**src/rtl/core/odo_pkg.sv**
```systemverilog
// Package for the path-length odometer: widths, request and result codes,
// register indexes, state types and the saturating add.
// No dependencies; every other file of the block imports it.
package odo_pkg;

  localparam int POS_WIDTH       = 24;
  localparam int TOTAL_WIDTH     = 48;
  localparam int MAG_WIDTH       = POS_WIDTH;
  localparam int LEG_WIDTH       = MAG_WIDTH + 1;
  localparam int RAD_WIDTH       = 2 * LEG_WIDTH;
  localparam int REM_WIDTH       = LEG_WIDTH + 2;
  localparam int CNT_WIDTH       = $clog2(LEG_WIDTH);
  localparam int THR_WIDTH       = POS_WIDTH - 1;
  localparam int TICK_WIDTH      = 16;
  localparam int CFG_DATA_WIDTH  = (THR_WIDTH > TICK_WIDTH) ? THR_WIDTH : TICK_WIDTH;
  localparam int CFG_INDEX_WIDTH = 1;

  localparam logic [1:0] REQ_X     = 2'd0;
  localparam logic [1:0] REQ_Y     = 2'd1;
  localparam logic [1:0] REQ_DEPTH = 2'd2;
  localparam logic [1:0] REQ_TICK  = 2'd3;

  localparam logic KIND_LEG    = 1'b0;
  localparam logic KIND_REPORT = 1'b1;

  localparam logic [CFG_INDEX_WIDTH-1:0] REG_DEPTH_THRESHOLD = 1'b0;
  localparam logic [CFG_INDEX_WIDTH-1:0] REG_NAV_TIMEOUT     = 1'b1;

  localparam logic [TICK_WIDTH-1:0] TIMEOUT_RESET = 16'd10;

  typedef enum logic [2:0] {
    ST_IDLE,
    ST_START,
    ST_LEG,
    ST_ACCUM,
    ST_EMIT
  } top_state_t;

  typedef enum logic [2:0] {
    LS_IDLE,
    LS_MUL,
    LS_SUM,
    LS_ROOT,
    LS_DONE
  } leg_state_t;

  function automatic logic [TOTAL_WIDTH-1:0] sat_add(input logic [TOTAL_WIDTH-1:0] a,
                                                     input logic [LEG_WIDTH-1:0] b);
    logic [TOTAL_WIDTH:0] s;
    s = {1'b0, a} + (TOTAL_WIDTH + 1)'(b);
    return s[TOTAL_WIDTH] ? {TOTAL_WIDTH{1'b1}} : s[TOTAL_WIDTH-1:0];
  endfunction

endpackage

```
**src/rtl/core/odo_if.sv**
```systemverilog
// Handshake interfaces for the odometer's request and result channels.
// Depends on odo_pkg for the payload widths.
interface odo_req_if;
  import odo_pkg::*;
  logic                        valid;
  logic                        ready;
  logic [1:0]                  req_type;
  logic signed [POS_WIDTH-1:0] value;
  modport source (output valid, output req_type, output value, input ready);
  modport sink (input valid, input req_type, input value, output ready);
endinterface

interface odo_res_if;
  import odo_pkg::*;
  logic                   valid;
  logic                   ready;
  logic                   result_kind;
  logic [LEG_WIDTH-1:0]   leg_length;
  logic [TOTAL_WIDTH-1:0] total_distance;
  logic [TOTAL_WIDTH-1:0] depth_distance;
  logic                   stale_raised;
  logic                   nav_stale;
  modport source (output valid, output result_kind, output leg_length,
                  output total_distance, output depth_distance,
                  output stale_raised, output nav_stale, input ready);
  modport sink (input valid, input result_kind, input leg_length,
                input total_distance, input depth_distance,
                input stale_raised, input nav_stale, output ready);
endinterface

```
**src/rtl/core/odo_leg_unit.sv**
```systemverilog
// Leg length unit: two bit-serial squarers followed by a two-bits-per-step
// integer square root of the sum of squares. Depends on odo_pkg.
module odo_leg_unit (
  input  logic                          clk,
  input  logic                          rst,
  input  logic                          start,
  input  logic [odo_pkg::MAG_WIDTH-1:0] ax,
  input  logic [odo_pkg::MAG_WIDTH-1:0] ay,
  output logic                          done,
  output logic [odo_pkg::LEG_WIDTH-1:0] leg
);
  import odo_pkg::*;

  leg_state_t state, state_next;

  logic [CNT_WIDTH-1:0] cnt;
  logic [MAG_WIDTH-1:0] mcx, mcy;
  logic [MAG_WIDTH-1:0] hx, lx, hy, ly;
  logic [RAD_WIDTH-1:0] rad;
  logic [REM_WIDTH-1:0] rem;
  logic [LEG_WIDTH-1:0] root;

  logic [MAG_WIDTH:0]   sum_x, sum_y;
  logic [REM_WIDTH-1:0] rem_sh, trial;
  logic                 last;

  assign sum_x  = {1'b0, hx} + (lx[0] ? {1'b0, mcx} : '0);
  assign sum_y  = {1'b0, hy} + (ly[0] ? {1'b0, mcy} : '0);
  assign rem_sh = {rem[REM_WIDTH-3:0], rad[RAD_WIDTH-1 -: 2]};
  assign trial  = {root, 2'b01};
  assign last   = (cnt == '0);

  always_ff @(posedge clk) begin
    if (rst) begin
      state <= LS_IDLE;
    end else begin
      state <= state_next;
    end
  end

  always_comb begin
    state_next = state;
    case (state)
      LS_IDLE: if (start) state_next = LS_MUL;
      LS_MUL:  if (last) state_next = LS_SUM;
      LS_SUM:  state_next = LS_ROOT;
      LS_ROOT: if (last) state_next = LS_DONE;
      LS_DONE: state_next = LS_IDLE;
      default: state_next = LS_IDLE;
    endcase
  end

  always_comb begin
    done = 1'b0;
    case (state)
      LS_DONE: done = 1'b1;
      default: done = 1'b0;
    endcase
  end

  always_ff @(posedge clk) begin
    case (state)
      LS_IDLE: begin
        mcx <= ax;
        mcy <= ay;
        lx  <= ax;
        ly  <= ay;
        hx  <= '0;
        hy  <= '0;
        cnt <= CNT_WIDTH'(MAG_WIDTH - 1);
      end
      LS_MUL: begin
        hx  <= sum_x[MAG_WIDTH:1];
        lx  <= {sum_x[0], lx[MAG_WIDTH-1:1]};
        hy  <= sum_y[MAG_WIDTH:1];
        ly  <= {sum_y[0], ly[MAG_WIDTH-1:1]};
        cnt <= cnt - 1'b1;
      end
      LS_SUM: begin
        rad  <= RAD_WIDTH'({hx, lx}) + RAD_WIDTH'({hy, ly});
        rem  <= '0;
        root <= '0;
        cnt  <= CNT_WIDTH'(LEG_WIDTH - 1);
      end
      LS_ROOT: begin
        rad <= {rad[RAD_WIDTH-3:0], 2'b00};
        cnt <= cnt - 1'b1;
        if (rem_sh >= trial) begin
          rem  <= rem_sh - trial;
          root <= {root[LEG_WIDTH-2:0], 1'b1};
        end else begin
          rem  <= rem_sh;
          root <= {root[LEG_WIDTH-2:0], 1'b0};
        end
      end
      default: begin
      end
    endcase
  end

  assign leg = root;

endmodule

```
**src/rtl/core/odometry_distance_accumulator_core.sv**
```systemverilog
// Euclidean path-length odometer. An X or Y request after the first fix
// yields a leg result, computed by the bit-serial squarers and the 25-step
// square root; a tick yields a report, and depth updates and the first fix
// produce no result. One request is worked at a time, and a finished result
// may wait in the output register while the next request is taken.
// Configuration must be written only while the block is idle. Depends on
// odo_pkg, odo_if and odo_leg_unit.
module odometry_distance_accumulator_core (
  input  logic                                clk,
  input  logic                                rst,
  odo_req_if.sink                             req,
  odo_res_if.source                           res,
  input  logic                                wr_en,
  input  logic [odo_pkg::CFG_INDEX_WIDTH-1:0] wr_index,
  input  logic [odo_pkg::CFG_DATA_WIDTH-1:0]  wr_data
);
  import odo_pkg::*;

  top_state_t state, state_next;

  logic [THR_WIDTH-1:0]   depth_threshold;
  logic [TICK_WIDTH-1:0]  nav_timeout;
  logic [POS_WIDTH-1:0]   x_cur, y_cur, x_prev, y_prev, depth_cur;
  logic                   awaiting_first;
  logic [TOTAL_WIDTH-1:0] sum_all, sum_deep;
  logic [TICK_WIDTH-1:0]  ticks;
  logic                   warned;
  logic                   kind;
  logic                   raise;
  logic                   out_valid;

  logic                   accept, leg_start, load_out, leg_done, is_tick, is_pos;
  logic [POS_WIDTH-1:0]   x_cur_next, y_cur_next;
  logic [TICK_WIDTH-1:0]  ticks_next;
  logic                   raise_next;
  logic [POS_WIDTH:0]     dx, dy;
  logic [POS_WIDTH:0]     mx, my;
  logic [LEG_WIDTH-1:0]   leg;
  logic                   deep;

  assign accept  = req.valid && req.ready;
  assign is_tick = (req.req_type == REQ_TICK);
  assign is_pos  = (req.req_type == REQ_X) || (req.req_type == REQ_Y);

  assign x_cur_next = (req.req_type == REQ_X) ? req.value : x_cur;
  assign y_cur_next = (req.req_type == REQ_Y) ? req.value : y_cur;
  assign ticks_next = (ticks == {TICK_WIDTH{1'b1}}) ? ticks : ticks + 1'b1;
  assign raise_next = !awaiting_first && (ticks_next >= nav_timeout) && !warned;

  assign dx   = {x_cur[POS_WIDTH-1], x_cur} - {x_prev[POS_WIDTH-1], x_prev};
  assign dy   = {y_cur[POS_WIDTH-1], y_cur} - {y_prev[POS_WIDTH-1], y_prev};
  assign mx   = dx[POS_WIDTH] ? -dx : dx;
  assign my   = dy[POS_WIDTH] ? -dy : dy;
  assign deep = $signed(depth_cur) > $signed({1'b0, depth_threshold});

  odo_leg_unit u_leg (
    .clk   (clk),
    .rst   (rst),
    .start (leg_start),
    .ax    (mx[MAG_WIDTH-1:0]),
    .ay    (my[MAG_WIDTH-1:0]),
    .done  (leg_done),
    .leg   (leg)
  );

  always_ff @(posedge clk) begin
    if (rst) begin
      state <= ST_IDLE;
    end else begin
      state <= state_next;
    end
  end

  always_comb begin
    state_next = state;
    case (state)
      ST_IDLE: begin
        if (accept && is_tick) begin
          state_next = ST_EMIT;
        end else if (accept && is_pos && !awaiting_first) begin
          state_next = ST_START;
        end
      end
      ST_START: state_next = ST_LEG;
      ST_LEG:   if (leg_done) state_next = ST_ACCUM;
      ST_ACCUM: state_next = ST_EMIT;
      ST_EMIT:  if (!out_valid || res.ready) state_next = ST_IDLE;
      default:  state_next = ST_IDLE;
    endcase
  end

  always_comb begin
    req.ready = 1'b0;
    leg_start = 1'b0;
    load_out  = 1'b0;
    case (state)
      ST_IDLE:  req.ready = 1'b1;
      ST_START: leg_start = 1'b1;
      ST_EMIT:  load_out = !out_valid || res.ready;
      default: begin
      end
    endcase
  end

  always_ff @(posedge clk) begin
    if (rst) begin
      depth_threshold <= '0;
      nav_timeout     <= TIMEOUT_RESET;
    end else if (wr_en) begin
      case (wr_index)
        REG_DEPTH_THRESHOLD: depth_threshold <= wr_data[THR_WIDTH-1:0];
        REG_NAV_TIMEOUT:     nav_timeout <= wr_data[TICK_WIDTH-1:0];
        default: begin
        end
      endcase
    end
  end

  always_ff @(posedge clk) begin
    if (rst) begin
      x_cur          <= '0;
      y_cur          <= '0;
      x_prev         <= '0;
      y_prev         <= '0;
      depth_cur      <= '0;
      awaiting_first <= 1'b1;
      sum_all        <= '0;
      sum_deep       <= '0;
      ticks          <= '0;
      warned         <= 1'b0;
    end else begin
      if (accept) begin
        if (req.req_type == REQ_DEPTH) begin
          depth_cur <= req.value;
        end else if (is_tick) begin
          ticks <= ticks_next;
          if (raise_next) begin
            warned <= 1'b1;
          end
        end else begin
          x_cur  <= x_cur_next;
          y_cur  <= y_cur_next;
          ticks  <= '0;
          warned <= 1'b0;
          if (awaiting_first) begin
            x_prev         <= x_cur_next;
            y_prev         <= y_cur_next;
            awaiting_first <= 1'b0;
          end
        end
      end
      if (state == ST_ACCUM) begin
        sum_all <= sat_add(sum_all, leg);
        if (deep) begin
          sum_deep <= sat_add(sum_deep, leg);
        end
        x_prev <= x_cur;
        y_prev <= y_cur;
      end
    end
  end

  always_ff @(posedge clk) begin
    if (accept) begin
      kind  <= is_tick ? KIND_REPORT : KIND_LEG;
      raise <= is_tick && raise_next;
    end
  end

  always_ff @(posedge clk) begin
    if (rst) begin
      out_valid <= 1'b0;
    end else if (load_out) begin
      out_valid <= 1'b1;
    end else if (res.ready) begin
      out_valid <= 1'b0;
    end
  end

  always_ff @(posedge clk) begin
    if (load_out) begin
      res.result_kind    <= kind;
      res.leg_length     <= (kind == KIND_REPORT) ? '0 : leg;
      res.total_distance <= sum_all;
      res.depth_distance <= sum_deep;
      res.stale_raised   <= raise;
      res.nav_stale      <= (kind == KIND_REPORT) ? warned : 1'b0;
    end
  end

  assign res.valid = out_valid;

endmodule
```
**src/flat_wrapper.sv**
```systemverilog
// flat-port wrapper written by rule: the top's interface ports become plain ports
module odometry_distance_accumulator_core_flat import odo_pkg::*;
  (clk, rst, wr_en, wr_index, wr_data, req_valid, req_req_type, req_value, req_ready, res_valid, res_result_kind, res_leg_length, res_total_distance, res_depth_distance, res_stale_raised, res_nav_stale, res_ready);
  odo_req_if req_i ();
  odo_res_if res_i ();
  input  logic clk;
  input  logic rst;
  input  logic wr_en;
  input  logic [odo_pkg::CFG_INDEX_WIDTH-1:0] wr_index;
  input  logic [odo_pkg::CFG_DATA_WIDTH-1:0] wr_data;
  input wire logic [$bits(req_i.valid)-1:0] req_valid;
  input wire logic [$bits(req_i.req_type)-1:0] req_req_type;
  input wire logic [$bits(req_i.value)-1:0] req_value;
  output wire logic [$bits(req_i.ready)-1:0] req_ready;
  output wire logic [$bits(res_i.valid)-1:0] res_valid;
  output wire logic [$bits(res_i.result_kind)-1:0] res_result_kind;
  output wire logic [$bits(res_i.leg_length)-1:0] res_leg_length;
  output wire logic [$bits(res_i.total_distance)-1:0] res_total_distance;
  output wire logic [$bits(res_i.depth_distance)-1:0] res_depth_distance;
  output wire logic [$bits(res_i.stale_raised)-1:0] res_stale_raised;
  output wire logic [$bits(res_i.nav_stale)-1:0] res_nav_stale;
  input wire logic [$bits(res_i.ready)-1:0] res_ready;
  assign req_i.valid = req_valid;
  assign req_i.req_type = req_req_type;
  assign req_i.value = req_value;
  assign req_ready = req_i.ready;
  assign res_valid = res_i.valid;
  assign res_result_kind = res_i.result_kind;
  assign res_leg_length = res_i.leg_length;
  assign res_total_distance = res_i.total_distance;
  assign res_depth_distance = res_i.depth_distance;
  assign res_stale_raised = res_i.stale_raised;
  assign res_nav_stale = res_i.nav_stale;
  assign res_i.ready = res_ready;
  odometry_distance_accumulator_core u_core (.clk(clk), .rst(rst), .req(req_i), .res(res_i), .wr_en(wr_en), .wr_index(wr_index), .wr_data(wr_data));
endmodule
```
**config.mk**
```make
export PLATFORM = sky130hd
export DESIGN_NAME = odometry_distance_accumulator_core_flat
export DESIGN_NICKNAME = d
export VERILOG_FILES = /design/src/rtl/core/odo_pkg.sv /design/src/rtl/core/odo_if.sv /design/src/rtl/core/odo_leg_unit.sv /design/src/rtl/core/odometry_distance_accumulator_core.sv /design/src/flat_wrapper.sv
export SDC_FILE = /design/constraint.sdc
export NUM_CORES = 2
export LEC_CHECK = 0
export ABC_AREA = 1
export BUFFER_PORTS_ARGS = -buffer_cell sky130_fd_sc_hd__buf_4
export CORE_MARGIN = 2
export CORE_UTILIZATION = 50
export CTS_CLUSTER_SIZE = 25
export DETAILED_ROUTE_END_ITERATION = 6
export PLACE_DENSITY = 0.67
export SYNTH_ARGS = -nofsm -noshare
export SYNTH_HDL_FRONTEND = slang
export SYNTH_SLANG_ARGS = --single-unit
```
**constraint.sdc**
```tcl
create_clock -name clk -period 8.9 [get_ports clk]
set_input_delay 1.78 -clock clk [delete_from_list [all_inputs] [get_ports clk]]
set_output_delay 1.78 -clock clk [all_outputs]
set_load 0.05 [all_outputs]
```
==> impl_metrics.ini <==
[clocking]
cts.repair.resized = 0
cts_hold_buf = 0
cts_tree = yes
path_clk_slew_ns = 0.06
cts_root_buf = clkbuf_16
cts_buffer_depth = 3
cts.sinks = 655
cts_setup_buffers = 0
cts_buffers = 75
clock_latency_ns = 0.63
htreeDepth = 3

[run_status]
violations = design-rule violations
status = complete, but fails checks

[flow_run]
drv_cap = 0

[setup_path]
path_class = flip-flop to flip-flop
worstPathMaxFanout = 102
r2r_cells = 8
crit_required_ns = 9.15
critPathArrivalTime_ns = 4.34
end_kind = flip-flop
start_kind = flip-flop

[synth]
avgSynthCellArea_um2 = 7.42
synth_flop_cell = edfxtp_1
synth_top_area_frac = 0.267
synth_cell_types = 67
synthCells = 5678
synth_top_cell_by_area = edfxtp_1
synthArstFlopShare = 0
netlist_area_um2 = 42200
synth_edf_count = 375
synth_nets = 6005
ys_warn_count = 0
yosysSeqAreaShare = 0.400
synth_seq_cells = 655
yosys-top-cells-area = edfxtp_1 27%, dfxtp_1 13%, nand2_1 13%

[timing]
slew_headroom = 0.263
hold_viol = 0
tightest_slew_ns = 1.10
hold_slack_ns = 0.415
finClkSkew_ns = 0.0218
min_period_over_period = 0.460
fin_setup_tns_ns = 0
grt_setup_unrepaired = false
setup_violations = 0
final_max_slew_viol_count = 0
fin_crit_ns = 4.09
max_freq_mhz = 244

[routing]
drtIter0Drc = 3545
drcViolationCount = 10
drt-vias-per-instance = 5.48
vias = 38100
ant_nets = 0
post_drt_wl_per_cell_um = 17.4
dr.pass1.iters = 7
wl_mm = 121

[layout]
area_delta_synth_final_pct = 11.6
postLayoutCellArea_um2 = 47100
nNetsFinal = 6137
stdcell_count = 6951
drive_gt1_frac = 0.0857
final_common_cell = nand2_1
final_cell_mix = 1444 x nand2_1, 735 x inv_1, 503 x a21oi_1

[placement]
place_congestion = 0.950
place_hpwl_mm = 93.1
port_buffers = 180
placed_area_um2 = 44500
dp.cells = 6813

[floorplan]
placementRows = 106
dieWidth_um = 294
num_io_pins = 181
dieArea_um2 = 86700
die_h_um = 294
start_util = 0.505
coreArea_um2 = 83600

[global_routing]
grt_util_all_layers = 0.273
grt_pass1_vias = 34200
grt-ovfl-total = 0
grt_max_degree = 103
grt_pass1_wl_mm = 188
antenna_found_initial = 1

[pwr]
ir_drop_v = 0.000284
p_leak_nw = 21.1
powerDensity_nw_per_um2 = 345

[hold_path]
min_path_cells = 0
hold_path.class = flip-flop to flip-flop
## sequential cells by signal (all words and copies together), names as in the netlist, 25 cells and up
| signal | count |
|---|---|
| u_core.res.depth_distance | 48 |
| u_core.res.leg_length | 25 |
| u_core.res.total_distance | 48 |
| u_core.sum_all | 48 |
| u_core.sum_deep | 48 |
| u_core.u_leg.leg | 25 |
| u_core.u_leg.rad | 50 |
| u_core.u_leg.rem | 25 |
## cell usage after synthesis (5+ instances only)
cell type,count
nand4_1,57
o21bai_1,25
xnor2_1,61
nand3_1,318
a21o_1,19
buf_1,8
o21ai_0,426
nor2_1,479
inv_2,22
inv_1,736
and3_1,7
dfxtp_1,280
o21ai_1,35
nor4_1,14
a21boi_0,14
or2_2,12
nor2_2,19
o21a_1,18
o21ai_2,9
fa_1,7
buf_2,18
edfxtp_1,375
nand3b_1,8
nor3_1,69
xor2_1,87
clkbuf_1,111
nand3_2,10
buf_6,5
a21oi_1,504
ha_1,265
nor2_4,5
nand2_1,1446
a31oi_1,73
a211oi_1,6
xor2_2,5
a21oi_2,8
o211ai_1,5
nand2_2,57
## kinds of logic after synthesis
family,count (synthesis),synth area share
and+or+nand+nor,2527,0.253
AOI/OAI and AO/OA,1159,0.148
buffers and inverters,909,0.0830
DFF,655,0.400
adders and majority gates,272,0.0820
xor gates and xnor gates,156,0.0338
## metrics by stage
stage / power, mW / util / worst slack [ns]
after floorplan: 10.8 / - / 1.33
final: 16.2 / 0.563 / 4.81
after detailed placement: 12.9 / 0.532 / 4.65
after global placement: 12.8 / 0.532 / 4.70
after global routing: 17.4 / 0.563 / 4.55
after CTS: 16.2 / 0.563 / 4.84
## critical path, cell delays in order, from the launching register on
cell and delay [ns]:
dfxtp_1 0.34, inv_1 0.08, nor2_1 0.15, inv_1 0.14, nor2_4 0.09, buf_4 0.75
inv_2 0.66, nand2_4 0.61, buf_4 0.74
## final cells by class
| class | instances | area, um^2 |
|---|---|---|
| timing repair buffer | 201 | 1510 |
| antenna | 1 | 2.50 |
| clock buffer | 93 | 2050 |
| inverter | 763 | 2870 |
| tap | 1080 | 1350 |
| sequential | 655 | 16900 |
| clock inverter | 44 | 539 |
| multi-input combinational | 4114 | 21900 |
| fill | 7997 | 36500 |
## report_power, final
part / switching, mW / internal (mW)
clock: 1.33 / 1.94
sequential: 0.560 / 4.53
combinational: 5.48 / 2.39
## layer usage
layer | vias to the layer above | share of wire | GRT usage
met4 | 0 | 0.024 | 0.0702
met5 | - | 0 | 0
met1 | 17600 | 0.47 | 0.405
met2 | 1209 | 0.44 | 0.419
li1 | 19100 | - | -
met3 | 153 | 0.068 | 0.0377
## path summary, 6_finish.rpt
check                                                         from                                 to  slack [ns]
worst min-delay path                        u_core.raise$_DFFE_PP_  u_core.res.stale_raised$_DFFE_PP_        0.41
worst max-delay path            u_core.u_leg.state[0]$_SDFFE_PP0P_  u_core.u_leg.hx[20]$_SDFFCE_PN0P_        4.81
worst min register to register              u_core.raise$_DFFE_PP_  u_core.res.stale_raised$_DFFE_PP_        0.41
worst max register to register  u_core.u_leg.state[0]$_SDFFE_PP0P_  u_core.u_leg.hx[20]$_SDFFCE_PN0P_        4.81
No activity file was read; power rests on OpenSTA's default activity.
